**config.mk**
```make
export PLATFORM = sky130hd
export DESIGN_NAME = fence_status_tracker_core
export DESIGN_NICKNAME = d
export VERILOG_FILES = /design/src/rtl/fst_pkg.sv /design/src/rtl/fst_eval.sv /design/src/rtl/fst_update.sv /design/src/rtl/fence_status_tracker_core.sv
export VERILOG_INCLUDE_DIRS = /design/src /design/src/rtl
export SDC_FILE = /design/constraint.sdc
export NUM_CORES = 1
export LEC_CHECK = 0
export ABC_AREA = 1
export BUFFER_PORTS_ARGS = -buffer_cell sky130_fd_sc_hd__buf_2
export CAP_MARGIN = 20
export CORE_ASPECT_RATIO = 0.75
export CORE_MARGIN = 2
export CORE_UTILIZATION = 30
export DETAILED_ROUTE_END_ITERATION = 6
export GPL_TIMING_DRIVEN = 1
export PLACE_DENSITY_LB_ADDON = 0.1
export SETUP_SLACK_MARGIN = 0.1
export SYNTH_ARGS = -nofsm -noshare
export SYNTH_HDL_FRONTEND = slang
export SYNTH_SLANG_ARGS = --single-unit
```
**constraint.sdc**
```tcl
create_clock -name clk -period 6.9 [get_ports clk]
set_clock_uncertainty 0.1 [all_clocks]
set_input_delay 1.38 -clock clk [delete_from_list [all_inputs] [get_ports clk]]
set_output_delay 1.38 -clock clk [all_outputs]
set_load 0.01 [all_outputs]
```
**src/rtl/fence_status_tracker_core_macros.svh**
```systemverilog
// ---------------------------------------------------------------------------
// Fence status tracker assertion macros
// Concurrent assertion shorthands; empty when SYNTHESIS is defined.
// ---------------------------------------------------------------------------
`ifndef FENCE_STATUS_TRACKER_CORE_MACROS_SVH
`define FENCE_STATUS_TRACKER_CORE_MACROS_SVH

`ifndef SYNTHESIS

// Same-cycle implication on clk, off while rst_n is low
`define FST_ASSERT_IMP(lbl, ante, cons) \
    lbl: assert property (@(posedge clk) disable iff (!rst_n) (ante) |-> (cons)) \
        else $error("fence status tracker: implication check failed");

// Next-cycle implication on clk, off while rst_n is low
`define FST_ASSERT_NXT(lbl, ante, cons) \
    lbl: assert property (@(posedge clk) disable iff (!rst_n) (ante) |=> (cons)) \
        else $error("fence status tracker: next-cycle check failed");

`else

`define FST_ASSERT_IMP(lbl, ante, cons)
`define FST_ASSERT_NXT(lbl, ante, cons)

`endif

`endif

```
**src/rtl/fst_pkg.sv**
```systemverilog
// ---------------------------------------------------------------------------
// Fence status tracker package
// Status and mode codes, transaction payload types shared by the modules.
// ---------------------------------------------------------------------------
package fst_pkg;

    typedef logic [3:0] status_t;
    typedef logic [1:0] mode_t;

    // Status codes
    localparam status_t ST_UNKNOWN       = 4'd0;
    localparam status_t ST_NOT_STARTED   = 4'd1;
    localparam status_t ST_NORMAL        = 4'd2;
    localparam status_t ST_MAYBE_OUT     = 4'd3;
    localparam status_t ST_ESCAPED       = 4'd4;
    localparam status_t ST_BEACON        = 4'd5;
    localparam status_t ST_BEACON_NORMAL = 4'd6;
    localparam status_t ST_INVALID       = 4'd7;
    localparam status_t ST_BLE_OFF       = 4'd8;

    // Item kinds
    localparam mode_t MODE_EVAL  = 2'd0;
    localparam mode_t MODE_ZAP   = 2'd1;
    localparam mode_t MODE_CLEAR = 2'd2;
    localparam mode_t MODE_FORCE = 2'd3;

    // Zone codes that keep the animal from counting as inside
    localparam logic [2:0] ZONE_NONE = 3'd0;
    localparam logic [2:0] ZONE_WARN = 3'd1;

    // Configuration register indexes
    localparam logic CFG_PAIN_LIMIT     = 1'b0;
    localparam logic CFG_OUT_TIME_LIMIT = 1'b1;

    localparam logic [7:0]  PAIN_LIMIT_RST     = 8'd3;
    localparam logic [15:0] OUT_TIME_LIMIT_RST = 16'd60;
    localparam logic [15:0] PAIN_MAX           = 16'hFFFF;

    localparam int ITEM_DATA_W = 43;
    localparam int TDATA_IN_W  = 48;
    localparam int RES_W       = 23;
    localparam int TDATA_OUT_W = 24;

    // Input item, first field in the highest bits
    typedef struct packed {
        mode_t       mode;
        status_t     target_status;
        logic [31:0] out_seconds;
        logic [2:0]  zone;
        logic        fix_ok;
        logic        def_valid;
        logic        fence_valid;
        logic        beacon_near;
    } item_t;

    // Result item, first field in the highest bits
    typedef struct packed {
        logic [15:0] pain_count;
        logic        rejected;
        logic        escape_pulse;
        logic        changed;
        status_t     fence_state;
    } result_t;

    // Configuration values seen by the datapath
    typedef struct packed {
        logic [7:0]  pain_limit;
        logic [15:0] out_time_limit;
    } cfg_t;

endpackage

```
**src/rtl/fst_eval.sv**
```systemverilog
// ---------------------------------------------------------------------------
// Fence status evaluation
// Next status of the nine-state machine for an evaluate transaction.
// ---------------------------------------------------------------------------
module fst_eval
(
    input  fst_pkg::status_t status,
    input  fst_pkg::item_t   item,
    input  logic [15:0]      pain_counter,
    input  fst_pkg::cfg_t    cfg,
    output fst_pkg::status_t next_status
);
    import fst_pkg::*;

    logic in_fence;
    logic pained;
    logic secs_over;
    logic secs_under;

    // Derive the conditions that steer the transitions
    assign in_fence   = item.fence_valid && item.fix_ok &&
                        (item.zone != ZONE_NONE) && (item.zone != ZONE_WARN);
    assign pained     = pain_counter >= {8'd0, cfg.pain_limit};
    assign secs_over  = item.out_seconds > {16'd0, cfg.out_time_limit};
    assign secs_under = item.out_seconds < {16'd0, cfg.out_time_limit};

    // Pick the next status
    always_comb
    begin
        next_status = status;
        unique case (status)
            ST_UNKNOWN:
            begin
                if (item.beacon_near)    next_status = ST_BEACON;
                else if (item.def_valid) next_status = ST_NOT_STARTED;
            end
            ST_NOT_STARTED, ST_ESCAPED:
            begin
                if (item.beacon_near) next_status = ST_BEACON;
                else if (in_fence)    next_status = ST_NORMAL;
            end
            ST_NORMAL:
            begin
                if (item.beacon_near) next_status = ST_BEACON_NORMAL;
                else if (secs_over)   next_status = ST_MAYBE_OUT;
                else if (pained)      next_status = ST_ESCAPED;
            end
            ST_MAYBE_OUT:
            begin
                if (item.beacon_near) next_status = ST_BEACON;
                else if (pained)      next_status = ST_ESCAPED;
                else if (secs_under)  next_status = ST_NORMAL;
            end
            ST_BEACON:
            begin
                if (!item.beacon_near)
                    next_status = item.fence_valid ? ST_NOT_STARTED : ST_UNKNOWN;
            end
            ST_BEACON_NORMAL:
            begin
                if (!item.beacon_near) next_status = ST_NORMAL;
            end
            ST_INVALID, ST_BLE_OFF:
            begin
                next_status = status;
            end
            default:
            begin
                next_status = ST_UNKNOWN;
            end
        endcase
    end

endmodule

```
**src/rtl/fst_update.sv**
```systemverilog
// ---------------------------------------------------------------------------
// Fence status update
// Holds status and pain count; decodes the item kind into the result.
// ---------------------------------------------------------------------------
module fst_update
(
    input  logic              clk,
    input  logic              rst_n,
    input  logic              advance,
    input  fst_pkg::item_t    item,
    input  fst_pkg::cfg_t     cfg,
    output fst_pkg::result_t  result
);
    import fst_pkg::*;

    status_t     status_reg;
    status_t     status_next;
    logic [15:0] pain_reg;
    logic [15:0] pain_next;
    status_t     eval_status;
    logic        force_ok;
    logic        changed;
    logic        escape;
    logic        rejected;

    fst_eval u_eval
    (
        .status       (status_reg),
        .item         (item),
        .pain_counter (pain_reg),
        .cfg          (cfg),
        .next_status  (eval_status)
    );

    // Flag force targets that may be requested
    always_comb
    begin
        case (item.target_status) inside
            ST_UNKNOWN, ST_NOT_STARTED, ST_INVALID, ST_BLE_OFF: force_ok = 1'b1;
            default:                                              force_ok = 1'b0;
        endcase
    end

    // Decode the item kind
    always_comb
    begin
        status_next = status_reg;
        pain_next   = pain_reg;
        changed     = 1'b0;
        escape      = 1'b0;
        rejected    = 1'b0;
        unique case (item.mode)
            MODE_EVAL:
            begin
                status_next = eval_status;
                changed     = eval_status != status_reg;
                escape      = changed && (eval_status == ST_ESCAPED);
            end
            MODE_ZAP:
            begin
                if (pain_reg != PAIN_MAX)
                    pain_next = pain_reg + 16'd1;
            end
            MODE_CLEAR:
            begin
                pain_next = 16'd0;
            end
            MODE_FORCE:
            begin
                if (!force_ok)
                    rejected = 1'b1;
                else if (item.target_status != status_reg)
                begin
                    if ((item.target_status == ST_NOT_STARTED) && !item.def_valid)
                        rejected = 1'b1;
                    else
                    begin
                        status_next = item.target_status;
                        changed     = 1'b1;
                    end
                end
            end
            default:
            begin
                status_next = status_reg;
            end
        endcase
    end

    assign result.fence_state  = status_next;
    assign result.changed      = changed;
    assign result.escape_pulse = escape;
    assign result.rejected     = rejected;
    assign result.pain_count   = pain_next;

    // Commit state when the transaction moves to the result register
    always_ff @(posedge clk or negedge rst_n)
    begin
        if (!rst_n)
        begin
            status_reg <= ST_UNKNOWN;
            pain_reg   <= 16'd0;
        end
        else if (advance)
        begin
            status_reg <= status_next;
            pain_reg   <= pain_next;
        end
    end

endmodule

```
**src/rtl/fence_status_tracker_core.sv**
```systemverilog
// ---------------------------------------------------------------------------
// Fence status tracker core: input and result registers pipeline each transaction.
// Throughput 1 transaction per cycle unless a low m_tready stalls the result register.
// Reset: status unknown, pain count 0, pain limit 3, out time limit 60 s.
// ---------------------------------------------------------------------------
module fence_status_tracker_core
(
    input  logic        clk,
    input  logic        rst_n,
    // Configuration write port
    input  logic        cfg_we,
    input  logic        cfg_index,
    input  logic [15:0] cfg_data,
    // Input stream
    input  logic        s_tvalid,
    output logic        s_tready,
    // beacon_near[0], fence_valid[1], def_valid[2], fix_ok[3], zone[6:4],
    // out_seconds[38:7], target_status[42:39], zero fill[47:43]
    input  logic [47:0] s_tdata,
    // mode[1:0]
    input  logic [1:0]  s_tuser,
    // Result stream
    output logic        m_tvalid,
    input  logic        m_tready,
    // fence_state[3:0], changed[4], escape_pulse[5], rejected[6],
    // pain_count[22:7], zero fill[23]
    output logic [23:0] m_tdata
);
    import fst_pkg::*;

    `include "fence_status_tracker_core_macros.svh"

    logic    in_valid_reg;
    item_t   in_item_reg;
    logic    out_valid_reg;
    result_t out_res_reg;
    result_t result;
    cfg_t    cfg_reg;
    logic    advance;

    // Move a transaction from the input register into the result register
    assign advance  = in_valid_reg && (!out_valid_reg || m_tready);
    assign s_tready = !in_valid_reg || advance;

    // Configuration registers
    always_ff @(posedge clk or negedge rst_n)
    begin
        if (!rst_n)
        begin
            cfg_reg.pain_limit     <= PAIN_LIMIT_RST;
            cfg_reg.out_time_limit <= OUT_TIME_LIMIT_RST;
        end
        else if (cfg_we)
        begin
            if (cfg_index == CFG_PAIN_LIMIT)
                cfg_reg.pain_limit <= cfg_data[7:0];
            else
                cfg_reg.out_time_limit <= cfg_data;
        end
    end

    // Input register
    always_ff @(posedge clk or negedge rst_n)
    begin
        if (!rst_n)
            in_valid_reg <= 1'b0;
        else if (s_tready)
            in_valid_reg <= s_tvalid;
    end

    always_ff @(posedge clk)
    begin
        if (s_tvalid && s_tready)
            in_item_reg <= {s_tuser, s_tdata[ITEM_DATA_W-1:0]};
    end

    fst_update u_update
    (
        .clk     (clk),
        .rst_n   (rst_n),
        .advance (advance),
        .item    (in_item_reg),
        .cfg     (cfg_reg),
        .result  (result)
    );

    // Result register
    always_ff @(posedge clk or negedge rst_n)
    begin
        if (!rst_n)
            out_valid_reg <= 1'b0;
        else if (advance)
            out_valid_reg <= 1'b1;
        else if (m_tready)
            out_valid_reg <= 1'b0;
    end

    always_ff @(posedge clk)
    begin
        if (advance)
            out_res_reg <= result;
    end

    assign m_tvalid = out_valid_reg;
    assign m_tdata  = {{(TDATA_OUT_W-RES_W){1'b0}}, out_res_reg};

    // Checks
    `FST_ASSERT_IMP(a_escape_is_change, out_valid_reg && out_res_reg.escape_pulse,
        out_res_reg.changed && (out_res_reg.fence_state == ST_ESCAPED))
    `FST_ASSERT_IMP(a_reject_no_change, out_valid_reg && out_res_reg.rejected,
        !out_res_reg.changed && !out_res_reg.escape_pulse)
    `FST_ASSERT_IMP(a_state_in_range, out_valid_reg,
        out_res_reg.fence_state <= ST_BLE_OFF)
    `FST_ASSERT_NXT(a_advance_shows, advance, out_valid_reg)

endmodule
```
# == Yosys cells after proc, flatten, opt, wreduce, memory -nomap -nowiden ==
# Index checks and enable logic that the tools add are counted.
# op_classes
n_addsub,1
magnitude_cmp,3
eq_ne,19
n_mux,30
bitwise_logic,1
n_reduce_logical,22
# ops
cell,n
$mux 4,15
$gt 32x16->1,1
$lt 32x16->1,1
$pmux 16 s2,1
$pmux 4 s7,1
$eq 4x3->1 const B,6
$add 16x1->16 const B,1
$ge 16x8->1,1
$mux 16,1
$ne 16x16->1 const B,1
$mux 1,10
$eq 4x1->1 const B,2
$eq 4x2->1 const B,2
$eq 4x4->1 const B,2
$logic_not 4->1,2
$ne 4x4->1,2
$pmux 4 s2,1
$logic_and 1x1->1,7
$eq 2x2->1 const B,2
$reduce_and 2->1,2
$reduce_or 2->1,2
$reduce_or 4->1,1
$logic_not 1->1,3
$ne 3x1->1 const B,1
other kinds (7),8
# word_totals
reg_bits,114
word_cells,95

# == Logic depth before layout (Yosys ltp) ==
# Gate-level depths: netlist of the first run.
# logic_depth
ltp_word,8
ltp_mapped,20
ltp_nobuf,20

# == By module ==
# Synthesis of the first run repeated with hierarchy kept, for this count alone.
# unflattened
cells_unflattened,695
area_unflattened_um2,6169.7
# modules_own_cells
mod,instances,cells_each,area_per_inst_um2,seq_area_each_um2
fence_status_tracker_core,1,187,3138.0,2700.1
fst_update,1,308,1958.1,500.5
fst_eval,1,200,1073.5,0.0

# == Least setup slack after synthesis of the first run ==
# Ideal clock, no wire load.
# synth_timing
path_kind,input port to output port
startpoint,input port m_tready
endpoint,output port s_tready
arrival_ns,1.564
required_ns,5.420
setup_slack_ns,3.856
path_stages,2
path_buffers,0
path_cell_list,inv_1 -> nand3_1
# synth_via
elab_chain_len,3
# synth_rtl
element,line,rtl
"start, declared",fence_status_tracker_core.sv:24,"input logic m_tready,"
$logic_or 1x1->1,fence_status_tracker_core.sv:42,assign advance = in_valid_reg && (!out_valid_reg || m_tready);
$logic_and 1x1->1,fence_status_tracker_core.sv:42,
$logic_or 1x1->1,fence_status_tracker_core.sv:43,assign s_tready = !in_valid_reg || advance;
"end, declared",fence_status_tracker_core.sv:16,"output logic s_tready,"
# Every way passes these cells.

# == Worst setup path after layout of the first run ==
# Ends and elaborated chain as after synthesis.

==> results.toml, run 1 <==
[layout]
regArea_um2 = 3171
largest_register_ff_count = 44
multi_input_area_um2 = 2128
fin_area_um2 = 7013
drive_above_1_share_pct = 23.56
syn2layout_area_growth_pct = 22.70
n_antenna_cell = 0
num-nets-final = 800
fill_cells = 1868

[logic_synthesis]
netlist_top_cells_area = "edfxtp_1 (35%), dfrtp_1 (18%), nand2_1 (10%)"
syn_area_um2 = 5715
synth_top_area_share_pct = 35.20
synth_edf_count = 67
synth_top_cell_by_area = "edfxtp_1"
ys_seq_elements = 113
syn_avg_cell_area_um2 = 9.494
synth.most_common_cell = "nand2_1"
synth_cells = 602
synth_cell_types = 54
ys_seq_area_share_pct = 55.47
yosys_warnings = 0
ys_async_sr_fraction_pct = 40.71
synthesis.nets = 702
ys_top_cells_by_count = "nand2_1 (153), inv_1 (74), edfxtp_1 (67)"
synth_ff_type = "edfxtp_1"

[sta]
finalHoldViolations = 0
fmax_mhz = 305.3
tightest_slew_ns = 0.9849
period_share_pct = 47.48
drv_slew = 0
setup_tns_ns = 0
fin_ws_ns = 3.624
setup_viol = 0
max_slew_margin_pct = 34.24
final.min_clock_period_ns = 3.276
rsz0062_at_grt = "false"

[clock_network]
cts_made_buffers = 17
postCtsSetupBuffers = 0
cts_sinks = 113
h-tree-depth = 4
hold_buffers = 0
cts_max_path_buffers = 2
clk_pin_slew_ns = 0.05
root_buffer = "clkbuf_16"
clk_latency_ns = 0.42
cts_resized = 0
cts_tree = "yes"

[placement]
pre_cts_ws_ns = 3.532
hpwl_um = 8974
io_buffers = 90
place_area_um2 = 6395
gp_congestion = 0.8240

[worst_setup_path]
cp.arrival_ns = 1.80
cp_max_fo = 3
crit_type = "in -> out"
cpPeakStageDelay_ns = 0.16
start_kind = "input pin"
crit_slowest_cell = "buf_2"
critical_path.endpoint_type = "output port"
crit_required_ns = 5.42
cpMostUsedCell = "buf_2"
path_cells = "buf_2 > inv_1 > nand3_1 > buf_2"

[floorplan]
initial_core_util_pct = 30.79
dieArea_um2 = 20180
dieHeight_um = 123.5
coreArea_um2 = 18560
die_width_um = 163.4
row_count = 43
io_pins = 98

[grt]
grt-ovfl-total = 0
grt_first_pass_wirelength_um = 20740
grt_max_degree = 47
antenna_found_initial = 1
first_global_vias = 4210
track_usage_pct = 13.48

[run]
maxCapViolations = 0

[route]
dr.first_iter.drc_count = 238
vias = 4193
drt.antenna.violating_nets = 0
wire_per_inst_um = 13.07
drt_wl_total_um = 12540
avgViaCountPerCell = 4.368
firstDrtPassIters = 4
drcViolationCount = 0

[worst_hold_path]
hold_class = "reg -> reg"

[power_and_ir_drop]
power_density_nw_per_um2 = 317.4
p_total_mw = 2.226
p_leak_nw = 3.239
irDropWorstVdd_uv = 133.8

[status]
status = "finished, final reports clean"
[worst paths after layout]
| check | slack (ns) | to | cells after the start | start |
|---|---|---|---|---|
| max in group asynchronous | 5.29 | cfg_reg[0] | 2 | rst_n |
| min | 0.39 | cfg_reg[6] | 2 | cfg_reg[6] |
| min reg2reg | 0.39 | cfg_reg[6] | 2 | cfg_reg[6] |
| max reg2reg | 4.13 | m_tdata[14] | 6 | in_item_reg[43] |
| max | 3.62 | s_tready | 4 | m_tready |
| min in group asynchronous | 0.97 | u_update.pain_reg[10] | 2 | rst_n |
[layer usage]
layer	share of wire [%]	vias to the layer above	global-route usage [%]
met2	46	72	21.41
met4	1.2	0	3.761
met5	0	-	0
met3	4.2	16	4.260
li1	-	2185	-
met1	49	1920	17.80
[kinds of logic after synthesis]
kind of cell	after synthesis	share of synthesized area, %
compound gates	84	8.669
xor+xnor	7	1.073
fa+ha+maj	28	6.130
buf+inv	95	7.290
flops	113	55.47
other cells	1	0.06561
simple gates	274	21.30
[through the flow]
step	instances	util [%]	hold slack (ns)
5_1_grt	960	37.78	0.4173
3_5_place_dp	928	34.45	0.3764
3_3_place_gp	928	34.45	0.3729
2_1_floorplan	602	-	0.3530
6_report	960	37.78	0.3858
4_1_cts	960	37.78	0.3898
[cell type report]
class	instances	share of cell area [%]
clock inverters	15	2.748
well taps	247	4.407
inverters	82	4.585
flip-flops and latches	113	45.21
repair buffers	92	6.637
multi-input cells	394	30.35
clock buffers	17	6.066
[critical path, delay by kind of cell]
family,cells,cell delay (ns)
buffers and inverters,3,0.32
and+or+nand+nor,1,0.10
[power breakdown]
part	switching (mW)	leakage [nW]	internal, mW	total [mW]
Clock	0.320	0.286	0.600	0.920
Combinational	0.279	1.73	0.154	0.433
Sequential	0.0603	1.22	0.813	0.873
Total	0.660	3.24	1.57	2.23
[cell usage in the layout, fill, tap and decap left out, types with 6 or more instances in the layout]
master,instances
buf_2,90
nand2_1,153
inv_2,8
nor2_1,58
nand2_2,8
o21ai_0,30
a21oi_1,26
inv_1,73
ha_1,28
nand3_1,19
xor2_1,7
dfrtp_1,40
dfstp_2,6
o21ai_1,8
nor3_1,8
edfxtp_1,67
clkbuf_16,17
Note: power is estimated with default switching activity, not from simulation.
==> run 2: changes to the inputs <==
clock period = 2.7 ns   (was 6.9 ns; I/O delays follow)
==> run 2 against run 1 <==
Effect of this change:
- register-to-register slack worse by 3.9 ns
- first-iteration DRC count fell by 0.84%
- combinational power rose to 2.7 times the previous value
- setup slack lost 3.4 ns
- sequential share of layout area decreased by 0.49 points
- hold slack lost 0.19 ns
- clock power grew to 2.5 times the previous value
- via count grew 1.6%
- power rose to 2.6 times the previous value
- die area stayed put
- flip-flop and latch count is the same
- count of clock-buffer cells in the layout unchanged
- largest cell class unchanged
==> results.toml, run 2 (same netlist as run 1, synthesis figures left out) <==
[status]
status = "finished, final reports clean"

[route]
firstDrtPassIters = 4
drt_wl_total_um = 12690
dr.first_iter.drc_count = 236
drt.antenna.violating_nets = 0
avgViaCountPerCell = 4.396
drcViolationCount = 0
vias = 4260
wire_per_inst_um = 13.10

[sta]
finalHoldViolations = 0
final.min_clock_period_ns = 2.427
drv_slew = 0
fmax_mhz = 412.1
setup_tns_ns = 0
rsz0062_at_grt = "true"
period_share_pct = 89.88
tightest_slew_ns = 0.8994
max_slew_margin_pct = 39.90
setup_viol = 0

[worst_setup_path]
crit_buf_inv = 2
critical_path.endpoint_type = "flop"
cp_max_fo = 4
crit_required_ns = 2.77
crit_type = "reg -> reg"
cp.arrival_ns = 2.50
path_delay_family = "simple AND/OR/NAND/NOR gates"
start_kind = "flop"
path_cells = "inv_1 > ha_1 > nand2_1 > inv_1 > nand2_1 > nand2_1 > nand2_1 > nand2_1 > nand2_1 > nand2_2 > nand2_1 > nand2_1 > nand2_1 > nand3_1 > nand2_1 > nand2_1 > nand3_1 > nand2_1 > a21oi_1"
cpPeakStageDelay_ns = 0.52
cpMostUsedCell = "nand2_1"
crit_slowest_cell = "dfstp_2"

[grt]
track_usage_pct = 13.79
grt-ovfl-total = 0
first_global_vias = 4295
antenna_found_initial = 1
grt_max_degree = 45
grt_first_pass_wirelength_um = 21080

[power_and_ir_drop]
irDropWorstVdd_uv = 308.2
power_density_nw_per_um2 = 803.2
p_leak_nw = 3.297
p_total_mw = 5.695

[floorplan]
io_pins = 98
coreArea_um2 = 18560
die_width_um = 163.4
initial_core_util_pct = 30.79
row_count = 43
dieArea_um2 = 20180
dieHeight_um = 123.5

[clock_network]
cts_max_path_buffers = 2
clk_pin_slew_ns = 0.06
h-tree-depth = 4
cts_made_buffers = 17
root_buffer = "clkbuf_16"
cts_tree = "yes"
clk_latency_ns = 0.42
cts_sinks = 113

[placement]
hpwl_um = 9301
gp_congestion = 0.8053
io_buffers = 90

[layout]
drive_above_1_share_pct = 25.21
num-nets-final = 809
syn2layout_area_growth_pct = 24.06
largest_register_ff_count = 44
layout.cells.most_common = "nand2_1"
n_antenna_cell = 0
final_cell_mix = "nand2_1 (152), buf_2 (90), inv_1 (73)"
fill_cells = 1897

[run]
maxCapViolations = 0

[worst_hold_path]
hold_class = "in -> reg"
-- run 2: changes by cell type in the layout (fill, tap and decap cells not counted), moves of 2 or more --
| cell | before | now |
|---|---|---|
| clkinv_1 | 2 | 0 |
| buf_4 | 2 | 10 |
| clkinvlp_4 | 5 | 2 |
| inv_6 | 0 | 3 |
| clkinv_4 | 2 | 5 |
-- run 2: repair_timing --
| item | CTS | global route |
|---|---|---|
| hold endpoints to repair | 9 | 0 |
| hold buffers | 1 | 0 |
| setup endpoints to repair | 0 | 15 |
| resized for setup | 0 | 4 |
| buffers inserted | 0 | 0 |
-- run 2: routing by layer --
metal / share of wire, % / wire length [um] / GRT usage [%]
met1: 49 / 6162 / 17.94
met2: 46 / 5775 / 21.78
met3: 4.8 / 608 / 4.730
met4: 1.1 / 144 / 4.204
met5: 0 / 0 / 0
-- run 2: through the flow --
stage / setup WS [ns] / utilization (%) / hold WS (ns) / cell area [um2] / instances
4_1_cts: 0.1305 / 38.12 / 0.1666 / 7076 / 969
3_3_place_gp: 0.1473 / 34.78 / 0.3683 / 6455 / 936
3_5_place_dp: 0.1537 / 34.78 / 0.3766 / 6455 / 936
6_report: 0.2732 / 38.20 / 0.1934 / 7091 / 969
2_1_floorplan: 0.5279 / - / 0.1444 / 5715 / 602
5_1_grt: 0.06762 / 38.20 / 0.1709 / 7091 / 969
-- run 2: worst paths after layout --
kind                                    to   startpoint  slack, ns  cells after the start
hold / removal             in_item_reg[32]  s_tdata[32]       0.19                      1
setup reg to reg                m_tdata[4]   cfg_reg[3]       0.27                     19
min in group asynchronous      cfg_reg[19]        rst_n       0.47                      2
hold reg to reg                 cfg_reg[1]   cfg_reg[1]       0.39                      2
max in group asynchronous       cfg_reg[5]        rst_n       1.37                      3
setup / recovery                m_tdata[4]   cfg_reg[3]       0.27                     19
-- run 2: area by class of cell --
class	instances	area [um2]	share of cell area (%)
Sequential cell	113	3171	44.72
Tap cell	247	309.0	4.359
Clock inverter	15	185.2	2.612
Timing Repair Buffer	101	535.5	7.553
Clock buffer	17	425.4	6.000
Multi-Input combinational cell	394	2143	30.23
Inverter	82	321.6	4.535
-- run 2: report_power, final --
part	total, mW	switching [mW]	leakage [nW]	internal, mW
clock network	2.31	0.846	0.294	1.46
logic	1.19	0.759	1.78	0.426
registers	2.20	0.128	1.22	2.08
